$ cat src/hdl/wmrbv_pkg.sv
// ============================================================================
// wmrbv_pkg : shared types and constants for the multi-read byte voter
// Widths, vote constants, the queue entry passed from front to back and the
// request bundle for the confidence divider.
// ============================================================================
`default_nettype none

package wmrbv_pkg;

    // sizing
    localparam int MAX_REVISIONS = 8;
    localparam int SECTOR_BYTES  = 8192;
    localparam int REV_W         = $clog2(MAX_REVISIONS + 1);
    localparam int MASK_W        = 8;
    localparam int MASK_IDX_W    = $clog2(MASK_W);
    localparam int SLOT_N        = 8;
    localparam int SLOT_IDX_W    = $clog2(SLOT_N);
    localparam int USED_W        = $clog2(SLOT_N + 1);

    // field widths
    localparam int BYTE_W    = 8;
    localparam int CONF_W    = 8;
    localparam int ITEM_WT_W = 9;
    localparam int VOTE_W    = 12;
    localparam int POS_W     = 13;
    localparam int CNT_W     = 14;
    localparam int QUO_W     = 8;
    localparam int NUM_W     = VOTE_W + QUO_W;
    localparam int CFG_IDX_W = 1;
    localparam int CFG_DAT_W = 8;

    // configuration register indexes
    localparam logic [CFG_IDX_W-1:0] CFG_GOOD_CRC_MASK = 1'd0;
    localparam logic [CFG_IDX_W-1:0] CFG_SKIP_FUSION   = 1'd1;

    // vote constants
    localparam logic [ITEM_WT_W-1:0] CRC_BONUS   = 9'd100;
    localparam logic [QUO_W-1:0]     CONF_SCALE  = 8'd255;
    localparam logic [QUO_W-1:0]     ERROR_LIMIT = 8'd128;
    localparam logic [CNT_W-1:0]     CNT_MAX     = 14'h3FFF;
    localparam logic [CNT_W-1:0]     FIRST_NONE  = CNT_W'(SECTOR_BYTES);

    // front-to-back queue
    localparam int QUEUE_DEPTH = 4;
    localparam int QPTR_W      = $clog2(QUEUE_DEPTH);
    localparam int QCNT_W      = $clog2(QUEUE_DEPTH + 1);

    // one classified revision beat
    typedef struct packed {
        logic [BYTE_W-1:0]     rbyte;
        logic [ITEM_WT_W-1:0]  weight;
        logic                  vote;     // adds a vote and a mask bit
        logic [MASK_IDX_W-1:0] rev_bit;  // mask bit of this revision
        logic                  is_ref;   // revision zero: weak reference
        logic                  last;
        logic                  fresh;
    } t_entry;

    // divider request
    typedef struct packed {
        logic             start;
        logic [NUM_W-1:0] num;
        logic [VOTE_W-1:0] den;
    } t_div_req;

endpackage

`default_nettype wire

$ cat src/hdl/wmrbv_front.sv
// ============================================================================
// wmrbv_front : input side and configuration registers
// Tracks the revision index, works out each beat's weight and vote flags and
// pushes the classified beat into the queue. Beats are dropped when fusion
// is skipped.
// ============================================================================
`default_nettype none

module wmrbv_front
    import wmrbv_pkg::*;
(
    input  wire logic                 i_clk,
    input  wire logic                 i_rst_n,
    // configuration
    input  wire logic                 i_cfg_valid,
    output logic                      o_cfg_ready,
    input  wire logic [CFG_IDX_W-1:0] i_cfg_index,
    input  wire logic [CFG_DAT_W-1:0] i_cfg_data,
    // input beat
    input  wire logic                 i_push,
    input  wire logic [BYTE_W-1:0]    i_read_byte,
    input  wire logic [CONF_W-1:0]    i_read_confidence,
    input  wire logic                 i_present,
    input  wire logic                 i_last_revision,
    input  wire logic                 i_new_sector,
    // queue side
    input  wire logic                 i_q_full,
    output logic                      o_q_push,
    output t_entry                    o_entry
);

    logic [MASK_W-1:0] r_crc_mask;
    logic              r_skip;
    logic [REV_W-1:0]  r_rev, n_rev;
    logic [REV_W-1:0]  rev_eff;
    logic              rev_ok;
    logic              accept;

    assign o_cfg_ready = 1'b1;
    assign accept      = i_push && !i_q_full;

    // classification of the incoming beat
    always_comb begin
        rev_eff = i_new_sector ? '0 : r_rev;
        rev_ok  = rev_eff < REV_W'(MAX_REVISIONS);

        o_entry.rbyte   = i_read_byte;
        o_entry.rev_bit = rev_eff[MASK_IDX_W-1:0];
        o_entry.vote    = i_present && rev_ok;
        o_entry.is_ref  = (rev_eff == '0);
        o_entry.last    = i_last_revision;
        o_entry.fresh   = i_new_sector;
        o_entry.weight  = ITEM_WT_W'(i_read_confidence)
                        + ((rev_ok && r_crc_mask[rev_eff[MASK_IDX_W-1:0]])
                           ? CRC_BONUS : '0);

        o_q_push = accept && !r_skip;

        // revision index saturates at the limit, a last beat restarts it
        n_rev = r_rev;
        if (o_q_push) begin
            if (i_last_revision) begin
                n_rev = '0;
            end else if (rev_ok) begin
                n_rev = rev_eff + REV_W'(1);
            end else begin
                n_rev = rev_eff;
            end
        end
    end

    // registers
    always_ff @(posedge i_clk) begin
        if (!i_rst_n) begin
            r_crc_mask <= '0;
            r_skip     <= 1'b0;
            r_rev      <= '0;
        end else begin
            r_rev <= n_rev;
            if (i_cfg_valid) begin
                case (i_cfg_index)
                    CFG_GOOD_CRC_MASK: r_crc_mask <= i_cfg_data;
                    CFG_SKIP_FUSION:   r_skip     <= i_cfg_data[0];
                    default:           r_skip     <= r_skip;
                endcase
            end
        end
    end

endmodule

`default_nettype wire

$ cat src/hdl/wmrbv_queue.sv
// ============================================================================
// wmrbv_queue : short queue between front and back
// Four-entry register queue of classified beats.
// ============================================================================
`default_nettype none

module wmrbv_queue
    import wmrbv_pkg::*;
(
    input  wire logic   i_clk,
    input  wire logic   i_rst_n,
    input  wire logic   i_push,
    input  t_entry      i_entry,
    output logic        o_full,
    input  wire logic   i_pop,
    output t_entry      o_entry,
    output logic        o_empty
);

    t_entry              r_mem [QUEUE_DEPTH];
    logic [QPTR_W-1:0]   r_wr, n_wr;
    logic [QPTR_W-1:0]   r_rd, n_rd;
    logic [QCNT_W-1:0]   r_cnt, n_cnt;
    logic                do_push, do_pop;

    assign o_full  = (r_cnt == QCNT_W'(QUEUE_DEPTH));
    assign o_empty = (r_cnt == '0);
    assign o_entry = r_mem[r_rd];
    assign do_push = i_push && !o_full;
    assign do_pop  = i_pop && !o_empty;

    // pointers
    always_comb begin
        n_wr  = do_push ? r_wr + QPTR_W'(1) : r_wr;
        n_rd  = do_pop  ? r_rd + QPTR_W'(1) : r_rd;
        n_cnt = r_cnt + QCNT_W'(do_push) - QCNT_W'(do_pop);
    end

    always_ff @(posedge i_clk) begin
        if (!i_rst_n) begin
            r_wr  <= '0;
            r_rd  <= '0;
            r_cnt <= '0;
        end else begin
            r_wr  <= n_wr;
            r_rd  <= n_rd;
            r_cnt <= n_cnt;
        end
    end

    // storage
    always_ff @(posedge i_clk) begin
        if (do_push) begin
            r_mem[r_wr] <= i_entry;
        end
    end

endmodule

`default_nettype wire

$ cat src/hdl/wmrbv_div.sv
// ============================================================================
// wmrbv_div : serial divider for the fused confidence
// Restoring division, one quotient bit per cycle. Quotient is
// valid in the cycle done is high and holds until the next start.
// ============================================================================
`default_nettype none

module wmrbv_div
    import wmrbv_pkg::*;
(
    input  wire logic         i_clk,
    input  wire logic         i_rst_n,
    input  t_div_req          i_req,
    output logic              o_done,
    output logic [QUO_W-1:0]  o_quot
);

    localparam int STEP_W = $clog2(QUO_W);

    logic [NUM_W-1:0]  r_rem, n_rem;
    logic [NUM_W-1:0]  r_dsh, n_dsh;
    logic [QUO_W-1:0]  r_q, n_q;
    logic [STEP_W-1:0] r_step, n_step;
    logic              r_busy, n_busy;
    logic              r_done, n_done;
    logic              ge;

    assign o_done = r_done;
    assign o_quot = r_q;

    // one restoring step per cycle
    always_comb begin
        ge     = (r_rem >= r_dsh);
        n_rem  = r_rem;
        n_dsh  = r_dsh;
        n_q    = r_q;
        n_step = r_step;
        n_busy = r_busy;
        n_done = 1'b0;
        if (i_req.start) begin
            n_rem  = i_req.num;
            n_dsh  = NUM_W'(i_req.den) << (QUO_W - 1);
            n_q    = '0;
            n_step = '0;
            n_busy = 1'b1;
        end else if (r_busy) begin
            n_rem  = ge ? r_rem - r_dsh : r_rem;
            n_dsh  = r_dsh >> 1;
            n_q    = {r_q[QUO_W-2:0], ge};
            n_step = r_step + STEP_W'(1);
            if (r_step == STEP_W'(QUO_W - 1)) begin
                n_busy = 1'b0;
                n_done = 1'b1;
            end
        end
    end

    always_ff @(posedge i_clk) begin
        if (!i_rst_n) begin
            r_busy <= 1'b0;
            r_done <= 1'b0;
            r_step <= '0;
        end else begin
            r_busy <= n_busy;
            r_done <= n_done;
            r_step <= n_step;
        end
    end

    // datapath
    always_ff @(posedge i_clk) begin
        r_rem <= n_rem;
        r_dsh <= n_dsh;
        r_q   <= n_q;
    end

endmodule

`default_nettype wire

$ cat src/hdl/wmrbv_back.sv
// ============================================================================
// wmrbv_back : vote engine, position close and result register
// Takes one queued beat a cycle into the vote slots while no position is being
// closed; on the last beat of a position it runs the divider, updates the
// sector counters and loads the result register.
// ============================================================================
`default_nettype none

module wmrbv_back
    import wmrbv_pkg::*;
(
    input  wire logic              i_clk,
    input  wire logic              i_rst_n,
    // queue side
    input  t_entry                 i_entry,
    input  wire logic              i_q_empty,
    output logic                   o_q_pop,
    // divider
    output t_div_req               o_div_req,
    input  wire logic              i_div_done,
    input  wire logic [QUO_W-1:0]  i_div_quot,
    // result side
    input  wire logic              i_pop,
    output logic                   o_empty,
    output logic [POS_W-1:0]       o_position,
    output logic [BYTE_W-1:0]      o_fused_byte,
    output logic [QUO_W-1:0]       o_fused_confidence,
    output logic                   o_weak_res,
    output logic                   o_error,
    output logic [MASK_W-1:0]      o_presence_mask,
    output logic [CNT_W-1:0]       o_first_error_position,
    output logic [CNT_W-1:0]       o_weak_count,
    output logic [CNT_W-1:0]       o_error_count,
    output logic [CNT_W-1:0]       o_valid_count
);

    localparam logic [1:0] S_RUN   = 2'd0;
    localparam logic [1:0] S_START = 2'd1;
    localparam logic [1:0] S_WAIT  = 2'd2;
    localparam logic [1:0] S_FIN   = 2'd3;

    function automatic logic [CNT_W-1:0] sat_inc(input logic [CNT_W-1:0] v);
        sat_inc = (v == CNT_MAX) ? v : v + CNT_W'(1);
    endfunction

    logic [1:0]            r_state, n_state;

    // vote slots
    logic [BYTE_W-1:0]     r_slot_val [SLOT_N];
    logic [VOTE_W-1:0]     r_slot_wt  [SLOT_N];

    // position state
    logic [USED_W-1:0]     r_used, n_used;
    logic [BYTE_W-1:0]     r_best_val, n_best_val;
    logic [VOTE_W-1:0]     r_best_wt, n_best_wt;
    logic [VOTE_W-1:0]     r_total, n_total;
    logic [BYTE_W-1:0]     r_ref, n_ref;
    logic                  r_agree, n_agree;
    logic [MASK_W-1:0]     r_mask, n_mask;

    // sector state
    logic [POS_W-1:0]      r_pos, n_pos;
    logic [CNT_W-1:0]      r_ferr, n_ferr;
    logic [CNT_W-1:0]      r_weak_cnt, n_weak_cnt;
    logic [CNT_W-1:0]      r_err_cnt, n_err_cnt;
    logic [CNT_W-1:0]      r_val_cnt, n_val_cnt;

    logic                  r_out_valid, n_out_valid;

    // vote working signals
    logic [USED_W-1:0]     eff_used;
    logic                  hit, new_slot, do_add;
    logic [SLOT_IDX_W-1:0] hit_idx, wr_idx;
    logic [VOTE_W-1:0]     base, sum;
    logic                  slot_we;

    // close working signals
    logic [QUO_W-1:0]      conf;
    logic                  err, pos_weak, load;

    assign o_q_pop = (r_state == S_RUN) && !i_q_empty;
    assign o_empty = !r_out_valid;

    // slot search and accumulate
    always_comb begin
        eff_used = i_entry.fresh ? '0 : r_used;
        hit      = 1'b0;
        hit_idx  = '0;
        for (int k = SLOT_N - 1; k >= 0; k--) begin
            if (USED_W'(k) < eff_used && r_slot_val[k] == i_entry.rbyte) begin
                hit     = 1'b1;
                hit_idx = SLOT_IDX_W'(k);
            end
        end
        new_slot = !hit && (eff_used < USED_W'(SLOT_N));
        wr_idx   = hit ? hit_idx : eff_used[SLOT_IDX_W-1:0];
        base     = hit ? r_slot_wt[hit_idx] : '0;
        sum      = base + VOTE_W'(i_entry.weight);
        do_add   = i_entry.vote && (hit || new_slot);
        slot_we  = o_q_pop && do_add;
    end

    // position close values
    always_comb begin
        conf     = (r_total == '0) ? '0 : i_div_quot;
        err      = conf < ERROR_LIMIT;
        pos_weak = !r_agree;
        load     = (r_state == S_FIN) && (!r_out_valid || i_pop);
    end

    // divider request uses the settled position totals
    always_comb begin
        o_div_req.start = (r_state == S_START);
        o_div_req.num   = NUM_W'(r_best_wt) * NUM_W'(CONF_SCALE);
        o_div_req.den   = r_total;
    end

    // control and state update
    always_comb begin
        n_state     = r_state;
        n_used      = r_used;
        n_best_val  = r_best_val;
        n_best_wt   = r_best_wt;
        n_total     = r_total;
        n_ref       = r_ref;
        n_agree     = r_agree;
        n_mask      = r_mask;
        n_pos       = r_pos;
        n_ferr      = r_ferr;
        n_weak_cnt  = r_weak_cnt;
        n_err_cnt   = r_err_cnt;
        n_val_cnt   = r_val_cnt;
        n_out_valid = (r_out_valid && !i_pop) || load;

        case (r_state)
            S_RUN: begin
                if (o_q_pop) begin
                    // a new sector drops the partial position and the counts
                    if (i_entry.fresh) begin
                        n_used     = '0;
                        n_best_val = '0;
                        n_best_wt  = '0;
                        n_total    = '0;
                        n_ref      = '0;
                        n_agree    = 1'b1;
                        n_mask     = '0;
                        n_pos      = '0;
                        n_ferr     = FIRST_NONE;
                        n_weak_cnt = '0;
                        n_err_cnt  = '0;
                        n_val_cnt  = '0;
                    end
                    if (i_entry.is_ref) begin
                        n_ref = i_entry.rbyte;
                    end
                    if (i_entry.vote) begin
                        n_mask = n_mask | (MASK_W'(1) << i_entry.rev_bit);
                        if (!i_entry.is_ref && i_entry.rbyte != n_ref) begin
                            n_agree = 1'b0;
                        end
                    end
                    if (do_add) begin
                        if (new_slot) begin
                            n_used = eff_used + USED_W'(1);
                        end
                        n_total = n_total + VOTE_W'(i_entry.weight);
                        if (sum > n_best_wt) begin
                            n_best_wt  = sum;
                            n_best_val = i_entry.rbyte;
                        end
                    end
                    if (i_entry.last) begin
                        n_state = S_START;
                    end
                end
            end
            S_START: begin
                n_state = S_WAIT;
            end
            S_WAIT: begin
                if (i_div_done) begin
                    n_state = S_FIN;
                end
            end
            S_FIN: begin
                if (load) begin
                    if (err && CNT_W'(r_pos) < r_ferr) begin
                        n_ferr = CNT_W'(r_pos);
                    end
                    if (pos_weak) begin
                        n_weak_cnt = sat_inc(r_weak_cnt);
                    end
                    if (err) begin
                        n_err_cnt = sat_inc(r_err_cnt);
                    end else begin
                        n_val_cnt = sat_inc(r_val_cnt);
                    end
                    n_pos      = r_pos + POS_W'(1);
                    n_used     = '0;
                    n_best_val = '0;
                    n_best_wt  = '0;
                    n_total    = '0;
                    n_ref      = '0;
                    n_agree    = 1'b1;
                    n_mask     = '0;
                    n_state    = S_RUN;
                end
            end
            default: begin
                n_state = S_RUN;
            end
        endcase
    end

    // state registers
    always_ff @(posedge i_clk) begin
        if (!i_rst_n) begin
            r_state     <= S_RUN;
            r_used      <= '0;
            r_best_val  <= '0;
            r_best_wt   <= '0;
            r_total     <= '0;
            r_ref       <= '0;
            r_agree     <= 1'b1;
            r_mask      <= '0;
            r_pos       <= '0;
            r_ferr      <= FIRST_NONE;
            r_weak_cnt  <= '0;
            r_err_cnt   <= '0;
            r_val_cnt   <= '0;
            r_out_valid <= 1'b0;
        end else begin
            r_state     <= n_state;
            r_used      <= n_used;
            r_best_val  <= n_best_val;
            r_best_wt   <= n_best_wt;
            r_total     <= n_total;
            r_ref       <= n_ref;
            r_agree     <= n_agree;
            r_mask      <= n_mask;
            r_pos       <= n_pos;
            r_ferr      <= n_ferr;
            r_weak_cnt  <= n_weak_cnt;
            r_err_cnt   <= n_err_cnt;
            r_val_cnt   <= n_val_cnt;
            r_out_valid <= n_out_valid;
        end
    end

    // slot write: only slots below the fill count are ever read
    always_ff @(posedge i_clk) begin
        if (slot_we) begin
            r_slot_val[wr_idx] <= i_entry.rbyte;
            r_slot_wt[wr_idx]  <= sum;
        end
    end

    // result register
    always_ff @(posedge i_clk) begin
        if (load) begin
            o_position             <= r_pos;
            o_fused_byte           <= r_best_val;
            o_fused_confidence     <= conf;
            o_weak_res             <= pos_weak;
            o_error                <= err;
            o_presence_mask        <= r_mask;
            o_first_error_position <= n_ferr;
            o_weak_count           <= n_weak_cnt;
            o_error_count          <= n_err_cnt;
            o_valid_count          <= n_val_cnt;
        end
    end

endmodule

`default_nettype wire

$ cat src/hdl/weighted_multiread_byte_voter_top.sv
// Flow: an accepted beat passes through the queue into the vote slots; the last
// beat of a position takes the back through its start, wait and finish states.
// Throughput: one revision beat per cycle while no position is being closed;
// each close runs the 8-step serial confidence divider.
// Reset: synchronous, active low; clears config, counters, queue and the result
// valid flag; first error position returns to the sector size.
// ============================================================================
// weighted_multiread_byte_voter_top : multi-read sector byte voter
// Front classifies revision beats, a short queue decouples it from the back
// that accumulates weighted votes and closes each byte position.
// ============================================================================
`default_nettype none

module weighted_multiread_byte_voter_top
    import wmrbv_pkg::*;
(
    input  wire logic                 i_clk,
    input  wire logic                 i_rst_n,
    // configuration
    input  wire logic                 i_cfg_valid,
    output logic                      o_cfg_ready,
    input  wire logic [CFG_IDX_W-1:0] i_cfg_index,
    input  wire logic [CFG_DAT_W-1:0] i_cfg_data,
    // input queue face
    input  wire logic                 push,
    output logic                      full,
    input  wire logic [BYTE_W-1:0]    i_read_byte,
    input  wire logic [CONF_W-1:0]    i_read_confidence,
    input  wire logic                 i_present,
    input  wire logic                 i_last_revision,
    input  wire logic                 i_new_sector,
    // result queue face
    output logic                      empty,
    input  wire logic                 pop,
    output logic [POS_W-1:0]          o_position,
    output logic [BYTE_W-1:0]         o_fused_byte,
    output logic [QUO_W-1:0]          o_fused_confidence,
    output logic                      o_weak_res,
    output logic                      o_error,
    output logic [MASK_W-1:0]         o_presence_mask,
    output logic [CNT_W-1:0]          o_first_error_position,
    output logic [CNT_W-1:0]          o_weak_count,
    output logic [CNT_W-1:0]          o_error_count,
    output logic [CNT_W-1:0]          o_valid_count
);

    t_entry            fe_entry, q_entry;
    logic              q_push, q_pop, q_empty;
    t_div_req          div_req;
    logic              div_done;
    logic [QUO_W-1:0]  div_quot;

    wmrbv_front u_front (
        .i_clk             (i_clk),
        .i_rst_n           (i_rst_n),
        .i_cfg_valid       (i_cfg_valid),
        .o_cfg_ready       (o_cfg_ready),
        .i_cfg_index       (i_cfg_index),
        .i_cfg_data        (i_cfg_data),
        .i_push            (push),
        .i_read_byte       (i_read_byte),
        .i_read_confidence (i_read_confidence),
        .i_present         (i_present),
        .i_last_revision   (i_last_revision),
        .i_new_sector      (i_new_sector),
        .i_q_full          (full),
        .o_q_push          (q_push),
        .o_entry           (fe_entry)
    );

    wmrbv_queue u_queue (
        .i_clk   (i_clk),
        .i_rst_n (i_rst_n),
        .i_push  (q_push),
        .i_entry (fe_entry),
        .o_full  (full),
        .i_pop   (q_pop),
        .o_entry (q_entry),
        .o_empty (q_empty)
    );

    wmrbv_div u_div (
        .i_clk   (i_clk),
        .i_rst_n (i_rst_n),
        .i_req   (div_req),
        .o_done  (div_done),
        .o_quot  (div_quot)
    );

    wmrbv_back u_back (
        .i_clk                  (i_clk),
        .i_rst_n                (i_rst_n),
        .i_entry                (q_entry),
        .i_q_empty              (q_empty),
        .o_q_pop                (q_pop),
        .o_div_req              (div_req),
        .i_div_done             (div_done),
        .i_div_quot             (div_quot),
        .i_pop                  (pop),
        .o_empty                (empty),
        .o_position             (o_position),
        .o_fused_byte           (o_fused_byte),
        .o_fused_confidence     (o_fused_confidence),
        .o_weak_res             (o_weak_res),
        .o_error                (o_error),
        .o_presence_mask        (o_presence_mask),
        .o_first_error_position (o_first_error_position),
        .o_weak_count           (o_weak_count),
        .o_error_count          (o_error_count),
        .o_valid_count          (o_valid_count)
    );

    // back never takes a beat from an empty queue
    a_pop_nonempty: assert property (@(posedge i_clk) disable iff (!i_rst_n)
        q_pop |-> !q_empty)
        else $error("queue popped while empty");

    // error flag follows the confidence threshold
    a_error_flag: assert property (@(posedge i_clk) disable iff (!i_rst_n)
        !empty |-> (o_error == (o_fused_confidence < ERROR_LIMIT)))
        else $error("error flag disagrees with confidence");

    // a position with no present revision has no confidence
    a_no_votes: assert property (@(posedge i_clk) disable iff (!i_rst_n)
        (!empty && o_presence_mask == '0) |-> (o_fused_confidence == '0 && o_error))
        else $error("confidence without any vote");

    // the divider is only started while idle
    a_div_idle: assert property (@(posedge i_clk) disable iff (!i_rst_n)
        div_req.start |=> !div_done)
        else $error("divider finished right after start");

endmodule

`default_nettype wire
$ cat config.mk
export PLATFORM = sky130hd
export DESIGN_NAME = weighted_multiread_byte_voter_top
export DESIGN_NICKNAME = d
export VERILOG_FILES = /design/src/hdl/wmrbv_pkg.sv /design/src/hdl/wmrbv_front.sv /design/src/hdl/wmrbv_queue.sv /design/src/hdl/wmrbv_div.sv /design/src/hdl/wmrbv_back.sv /design/src/hdl/weighted_multiread_byte_voter_top.sv
export SDC_FILE = /design/constraint.sdc
export NUM_CORES = 1
export LEC_CHECK = 0
export ABC_AREA = 1
export ABC_CLOCK_PERIOD_IN_PS = 9080
export BUFFER_PORTS_ARGS = -buffer_cell sky130_fd_sc_hd__buf_2
export CORE_AREA = 8 8 294 296
export CTS_CLUSTER_SIZE = 40
export DETAILED_ROUTE_END_ITERATION = 10
export DIE_AREA = 0 0 302 304
export PLACE_DENSITY = 0.55
export SLEW_MARGIN = 10
export SYNTH_ARGS = -nofsm -noshare
export SYNTH_HDL_FRONTEND = slang
export SYNTH_HIERARCHICAL = 1
export SYNTH_SLANG_ARGS = --single-unit
export TNS_END_PERCENT = 30
$ cat constraint.sdc
create_clock -name i_clk -period 9.08 [get_ports i_clk]
set_input_delay 0.908 -clock i_clk [delete_from_list [all_inputs] [get_ports i_clk]]
set_output_delay 0.908 -clock i_clk [all_outputs]
set_load 0.1 [all_outputs]
==> results by group, run 1 <==
Placement
  • Detailed Place HPWL: 48.3 mm
  • RePlAce Congestion: 0.843
  • IO Port Bufs: 129
  • Area after DPL: 30100 sq um
  • Cell total after placement: 4069

Die
  • Std cell rows: 105
  • CORE AREA: 81600 sq um
  • Initial Util: 0.347
  • Overall die area: 91800 sq um
  • Die span in y: 304 um
  • I/O Pins: 131
  • Die Wd: 302 um

STA
  • FMAX: 0.122 GHz
  • Hold Vio Cnt, Final: 0
  • Worst slew pin tran: 978 ps
  • Worst Skew: 27.3 ps
  • Final Setup Violations: 0
  • RSZ-0062 raised after global routing: false
  • Fin. max-slew vios: 0
  • Fin crit period: 8180 ps
  • Final period util: 0.900
  • Slew HR: 0.347
  • Setup TNS after final layout: 0 ps

Clocking
  • Clk sinks: 550
  • PostCTS Resize Cnt: 0
  • Post-CTS Setup Inserts: 0
  • Skew-Pair Late Insertion Delay: 620 ps
  • Clk root buf: clkbuf_16
  • Hold-fix buffers, CTS: 0
  • Max Root-Sink Buffers: 3
  • TritonCTS clock tree: done
  • H-tree levels: 2
  • Reg clk slew, reported paths: 60 ps
  • CTS buffer count: 59

Routing
  • Top Metal Used: met4
  • M1 WL: 32.8 mm
  • Total Routed Length: 68.6 mm
  • Initial DRC Count: 1364
  • Avg WL per Cell: 16.4 um
  • Vias per cell: 4.87
  • Met3 wire len: 3.11 mm
  • Routed Antenna Nets: 0
  • Vias: 20300
  • Wire length on met2: 31.2 mm
  • Drc violations: 0
  • First-pass DRT Iterations: 7

Synth
  • Ys Warns: 6
  • Post-synth EDFFs: 383
  • Seq/Total Area, Yosys: 0.524
  • Largest area contributor in the netlist: edfxtp_1
  • Mapped Nets: 3154
  • Flip-flop and latch count after synthesis: 550
  • Synth Area per Inst: 9.63 sq um
  • Ys flop type: edfxtp_1
  • Post-Syn Instances: 2942
  • Cell area after synthesis: 28300 sq um
  • Async set or reset register ratio after synthesis: 0
  • Area contributors post-synth: edfxtp_1 41%, dfxtp_1 12%, nand2_1 7.8%, ha_1 5.5%, inv_1 4.6%
  • Top-area cell type share of the netlist area: 0.406
  • Synth unique cells: 63

Worst setup path
  • Crit Path Max Fanout: 37
  • Worst setup SP type: flip-flop
  • Crit path kind: reg2reg
  • Worst path max stage delay: 730 ps
  • WP data required: 9590 ps
  • Max stage delay cell, worst path: o22ai_2
  • Setup crit end kind: flip-flop
  • Worst EP arrival: 8690 ps
  • Most used cell, CP: nand2_1

Power
  • Lkg Pwr: 12.9 nW
  • Worst vdd rail ir drop: 0.209 mV
  • Cell Pwr Density: 350 nW/um^2
  • Final total power: 11.2 mW

Final layout
  • Fin cells: 4178
  • N_diodes: 0
  • Area growth syn-to-layout: 13.3%
  • Layout cells sized above 1: 0.127
  • Final instance area: 32100 sq um
  • Commonest non-fill, non-tap cell in the layout: nand2_1
  • Final core utilization: 0.393
  • Most frequent cells in the layout: 592 x nand2_1, 383 x edfxtp_1, 346 x inv_1
  • Layout net count: 3272

Global routing
  • Vias in the first global route: 19500
  • First-pass GRT wire length: 110 mm
  • Initial antenna violation count: 2
  • Total gr overflow: 0
  • All-Layer GR Usage: 0.147
  • Largest net degree at the start of global routing: 66

Worst hold path
  • HP Class: reg2reg

Outcome
  • Status: finished, final reports clean

Run
  • # Max-Cap Violations: 0
## area by class of cell
cell class | count | area [sq um]
sequential | 550 | 14800
inverter | 373 | 1420
timing repair buffer | 162 | 893
fill | 8050 | 49500
clock buffer | 71 | 1530
tap | 1070 | 1340
multi-input combinational | 1914 | 11600
clock inverter | 38 | 480
## power by group
| part | switching (mW) | total [mW] | internal, mW |
|---|---|---|---|
| Clock | 1.01 | 2.49 | 1.49 |
| Combinational | 3.52 | 5.28 | 1.76 |
| Sequential | 0.233 | 3.46 | 3.23 |
## layer usage
layer / vias up / GRT usage
li1: 10200 / -
met1: 9607 / 0.209
met2: 408 / 0.236
met3: 93 / 0.0201
met4: 0 / 0.0361
met5: - / 0
## per-stage QoR
step	hold slack (ps)	worst slack, ps
finish	434	904
global route	447	83.6
detailed placement	418	603
floorplan	409	2800
global placement	416	804
CTS	434	548
## sequential cells by signal, summed over array words and instances (netlist names), 13 cells and up, named ones only
register                       cells
u_back/o_valid_count              14
u_back/r_val_cnt                  14
u_back/o_error_count              14
u_back/r_weak_cnt                 14
u_back/r_err_cnt                  14
u_back/r_pos                      13
u_back/o_first_error_position     14
u_back/r_slot_wt                  96
u_back/r_ferr                     14
u_div/r_rem                       20
u_back/o_weak_count               14
u_back/o_position                 13
u_div/r_dsh                       19
u_back/r_slot_val                 64
u_queue/r_mem                     96
## kinds of logic after synthesis
family / Yosys count / share of synthesized area
compound gates: 542 / 0.115
xor+xnor: 87 / 0.0269
fa+ha+maj: 179 / 0.0934
buf+inv: 478 / 0.0701
flops: 550 / 0.524
other cells: 1 / 0.000132
simple gates: 1105 / 0.170
## synthesized netlist by cell type (32+ instances only)
cell      instances
xnor2_1          44
o211ai_1         39
nand3_1         137
o22ai_1          37
ha_1            125
xor2_1           43
inv_1           348
nor2_1          208
o21ai_0         155
dfxtp_1         167
fa_1             54
clkbuf_1         44
a21oi_1         198
edfxtp_1        383
nor3_1           32
nand2_1         592
## path summary, 6_finish.rpt
check | start | end | slack [ps] | cells past startpoint
worst max-delay path | flip-flop | u_back/r_best_wt[4] | 900 | 42
worst min-delay path | u_back/r_mask[6] | u_back/o_presence_mask[6] | 430 | 0
worst max register to register | flip-flop | u_back/r_best_wt[4] | 900 | 42
worst min register to register | u_back/r_mask[6] | u_back/o_presence_mask[6] | 430 | 0
## critical path, delay by kind of cell, from the launching register on
| kind | cells | cell delay (ps) |
|---|---|---|
| simple gates | 22 | 2730 |
| buf+inv | 4 | 1140 |
| fa+ha+maj | 2 | 570 |
| flops | 1 | 470 |
| compound gates | 14 | 3070 |
Power figures use the tool's default switching activity.
==> run 2, diff against run 1 <==
--- a/config.mk
+++ b/config.mk
@@ -8,14 +8,12 @@
 export ABC_AREA = 1
 export ABC_CLOCK_PERIOD_IN_PS = 9080
 export BUFFER_PORTS_ARGS = -buffer_cell sky130_fd_sc_hd__buf_2
-export CORE_AREA = 8 8 294 296
+export CORE_AREA = 8 8 291 293
 export CTS_CLUSTER_SIZE = 40
 export DETAILED_ROUTE_END_ITERATION = 10
-export DIE_AREA = 0 0 302 304
-export PLACE_DENSITY = 0.55
+export DIE_AREA = 0 0 299 301
 export SLEW_MARGIN = 10
 export SYNTH_ARGS = -nofsm -noshare
 export SYNTH_HDL_FRONTEND = slang
-export SYNTH_HIERARCHICAL = 1
 export SYNTH_SLANG_ARGS = --single-unit
 export TNS_END_PERCENT = 30
==> run 2 against run 1 <==
Net effect: maximum frequency grew 0.17%; design area shrank 2.1%; highest routed layer unchanged; clock power shrank 5%; power shrank 10%; synthesized area shrank 1.9%; die area shrank 2.0%; worst hold slack gained 16 ps; sequential share of layout area grew 1.0 points; critical path type unchanged; wire length grew 1.8%; sequential cell count is the same; first-iteration DRC count grew 5.8%.
==> results by group, run 2 <==
Placement
  • Cell total after placement: 4009 (-1.5%)
  • RePlAce Congestion: 0.879 (+4.4%)
  • Detailed Place HPWL: 48.4 mm (+0.16%)
  • Worst slack at placement: 963 ps (+360 ps)
  • IO Port Bufs: 129 (unchanged)

Die
  • CORE AREA: 79900 sq um (-2.1%)
  • Overall die area: 90000 sq um (-2.0%)
  • Initial Util: 0.348 (+0.000429)
  • Die Wd: 299 um (-0.99%)
  • I/O Pins: 131 (unchanged)
  • Die span in y: 301 um (-0.99%)
  • Std cell rows: 104 (-0.95%)

Clocking
  • Hold-fix buffers, CTS: 0 (unchanged)
  • H-tree levels: 2 (unchanged)
  • TritonCTS clock tree: done
  • Max Root-Sink Buffers: 3 (unchanged)
  • Skew-Pair Late Insertion Delay: 620 ps (about the same)
  • Reg clk slew, reported paths: 60 ps (about the same)
  • Clk root buf: clkbuf_16
  • Clk sinks: 550 (unchanged)
  • Post-CTS Setup Inserts: 0 (unchanged)
  • PostCTS Resize Cnt: 0 (unchanged)
  • CTS buffer count: 57 (-3.4%)

Worst setup path
  • Setup crit end kind: flip-flop
  • Most used cell, CP: nand2_1
  • Worst EP arrival: 8630 ps (-60 ps)
  • Crit Path Max Fanout: 49 (+32%)
  • Worst path max stage delay: 560 ps (-170 ps)
  • Crit path kind: reg2reg
  • Worst setup SP type: flip-flop
  • WP data required: 9550 ps (-40 ps)
  • Max stage delay cell, worst path: inv_2

Power
  • Cell Pwr Density: 321 nW/um^2 (-8.4%)
  • Clock power share: 0.235 (+0.013)
  • Switching Fraction: 0.418 (-0.00591)
  • Part of the power in combinational logic: 0.426 (-0.044)
  • Lkg Pwr: 12.4 nW (-3.8%)
  • Worst vdd rail ir drop: 0.210 mV (about the same)
  • Sw power: 4.21 mW (-12%)
  • Final total power: 10.1 mW (-10%)
  • Sequential share of power: 0.340 (+0.032)
  • Cell Int Power: 5.86 mW (-9.5%)

STA
  • Slew HR: 0.220 (-0.126)
  • Fin. max-slew vios: 0 (unchanged)
  • Worst Skew: 28.4 ps (+1.13 ps)
  • Worst setup margin: 918 ps (+14.0 ps)
  • RSZ-0062 raised after global routing: false
  • Final period util: 0.899 (-0.00154)
  • Fin crit period: 8160 ps (-14.0 ps)
  • FMAX: 0.123 GHz (+0.17%)
  • Hold Vio Cnt, Final: 0 (unchanged)
  • Final Setup Violations: 0 (unchanged)
  • Worst slew pin tran: 1170 ps (+192 ps)
  • Setup TNS after final layout: 0 ps (unchanged)

Synth
  • Commonest cells in the netlist: 528 x nand2_1, 383 x edfxtp_1, 356 x inv_1, 260 x a21oi_1, 229 x nor2_1
  • Ys flop type: edfxtp_1
  • Async set or reset register ratio after synthesis: 0 (unchanged)
  • Post-Syn Instances: 2891 (-1.7%)
  • Area contributors post-synth: edfxtp_1 41%, dfxtp_1 12%, nand2_1 7.1%, ha_1 5.6%, inv_1 4.8%
  • Cell area after synthesis: 27800 sq um (-1.9%)
  • Largest area contributor in the netlist: edfxtp_1
  • Post-synth EDFFs: 383 (unchanged)
  • Flip-flop and latch count after synthesis: 550 (unchanged)
  • Mapped Nets: 3103 (-1.6%)
  • Top-area cell type share of the netlist area: 0.414 (+0.00807)
  • Seq/Total Area, Yosys: 0.534 (+0.0104)
  • Synth Area per Inst: 9.61 sq um (-0.22%)
  • Ys Warns: 0 (-6)
  • Synth unique cells: 61 (-3.2%)
  • Count leader, synth: nand2_1

Final layout
  • Biggest regs: u_back.r_slot_wt x96, u_queue.r_mem x96, u_back.r_slot_val x64
  • Most frequent cells in the layout: 528 x nand2_1, 383 x edfxtp_1, 354 x inv_1
  • Layout cells sized above 1: 0.0998 (-0.0273)
  • Fin cells: 4116 (-1.5%)
  • Area growth syn-to-layout: 13.0%
  • Filler Cells Inserted: 7909 (-1.8%)
  • Layout net count: 3220 (-1.6%)
  • Commonest non-fill, non-tap cell in the layout: nand2_1
  • N_diodes: 0 (unchanged)

Routing
  • Vias per cell: 4.93 (+1.3%)
  • Drc violations: 0 (unchanged)
  • Total Routed Length: 69.8 mm (+1.8%)
  • First-pass DRT Iterations: 5 (-2)
  • Initial DRC Count: 1443 (+5.8%)
  • Avg WL per Cell: 17.0 um (+3.3%)
  • Vias: 20300 (-0.20%)
  • Routed Antenna Nets: 0 (unchanged)

Global routing
  • Vias in the first global route: 19700 (+0.91%)
  • Largest net degree at the start of global routing: 77 (+17%)
  • Initial antenna violation count: 2 (unchanged)
  • All-Layer GR Usage: 0.151 (+0.00347)
  • Total gr overflow: 0 (unchanged)
  • First-pass GRT wire length: 110 mm (+0.23%)

Worst hold path
  • HP Class: reg2reg

Run
  • # Max-Cap Violations: 0 (unchanged)

Outcome
  • Status: finished, final reports clean
[run 2: worst max-delay path, delay by kind of cell, from the launching register on]
kind	cells	cell delay, ps
simple gates	28	3100
buf+inv	6	1880
compound gates	10	1650
flops	1	340
fa+ha+maj	3	950
[run 2: worst paths after layout]
check / from / to / slack, ps / depth (start not counted)
setup / recovery: flip-flop / u_back.r_best_wt[0] / 920 / 47
hold / removal: u_back.r_mask[4] / u_back.o_presence_mask[4] / 450 / 0
setup reg to reg: flip-flop / u_back.r_best_wt[0] / 920 / 47
hold reg to reg: u_back.r_mask[4] / u_back.o_presence_mask[4] / 450 / 0
[run 2: cell type report]
cell class | count | area, sq um | area share
clock buffers | 88 | 1700 | 0.0540
clock inverters | 19 | 203 | 0.00646
inverters | 363 | 1370 | 0.0436
multi-input cells | 1878 | 11100 | 0.353
flip-flops and latches | 550 | 14800 | 0.473
well taps | 1060 | 1330 | 0.0422
repair buffers | 158 | 863 | 0.0275
[run 2: power by group through the flow]
stage / clock [mW] / combinational [mW] / sequential (mW)
after floorplan: 0 / 2.95 / 3.69
after global placement: 0 / 4.25 / 3.46
after detailed placement: 0 / 4.28 / 3.47
after CTS: 2.43 / 4.31 / 3.42
after global routing: 2.51 / 4.82 / 3.45
final: 2.36 / 4.28 / 3.42
[run 2: routing by layer]
metal | wire (um) | track usage | vias to the layer above
met5 | 0 | 0 | -
met4 | 1810 | 0.0432 | 0
met3 | 3700 | 0.0241 | 114
met2 | 32600 | 0.251 | 462
met1 | 31700 | 0.201 | 9645
li1 | - | - | 10100
[run 2: per-stage QoR]
| step | area (sq um) | hold WS [ps] | utilization |
|---|---|---|---|
| finish | 31400 | 451 | 0.393 |
| global route | 31400 | 456 | 0.393 |
| CTS | 31400 | 449 | 0.393 |
| detailed placement | 29500 | 423 | 0.369 |
| global placement | 29500 | 432 | 0.369 |
| floorplan | 27800 | 409 | - |
[run 2: cell families after synthesis]
group | synth area share
compound gates | 0.119
xor+xnor | 0.0260
simple gates | 0.158
buf+inv | 0.0675
other cells | 0.000135
fa+ha+maj | 0.0952
flops | 0.534
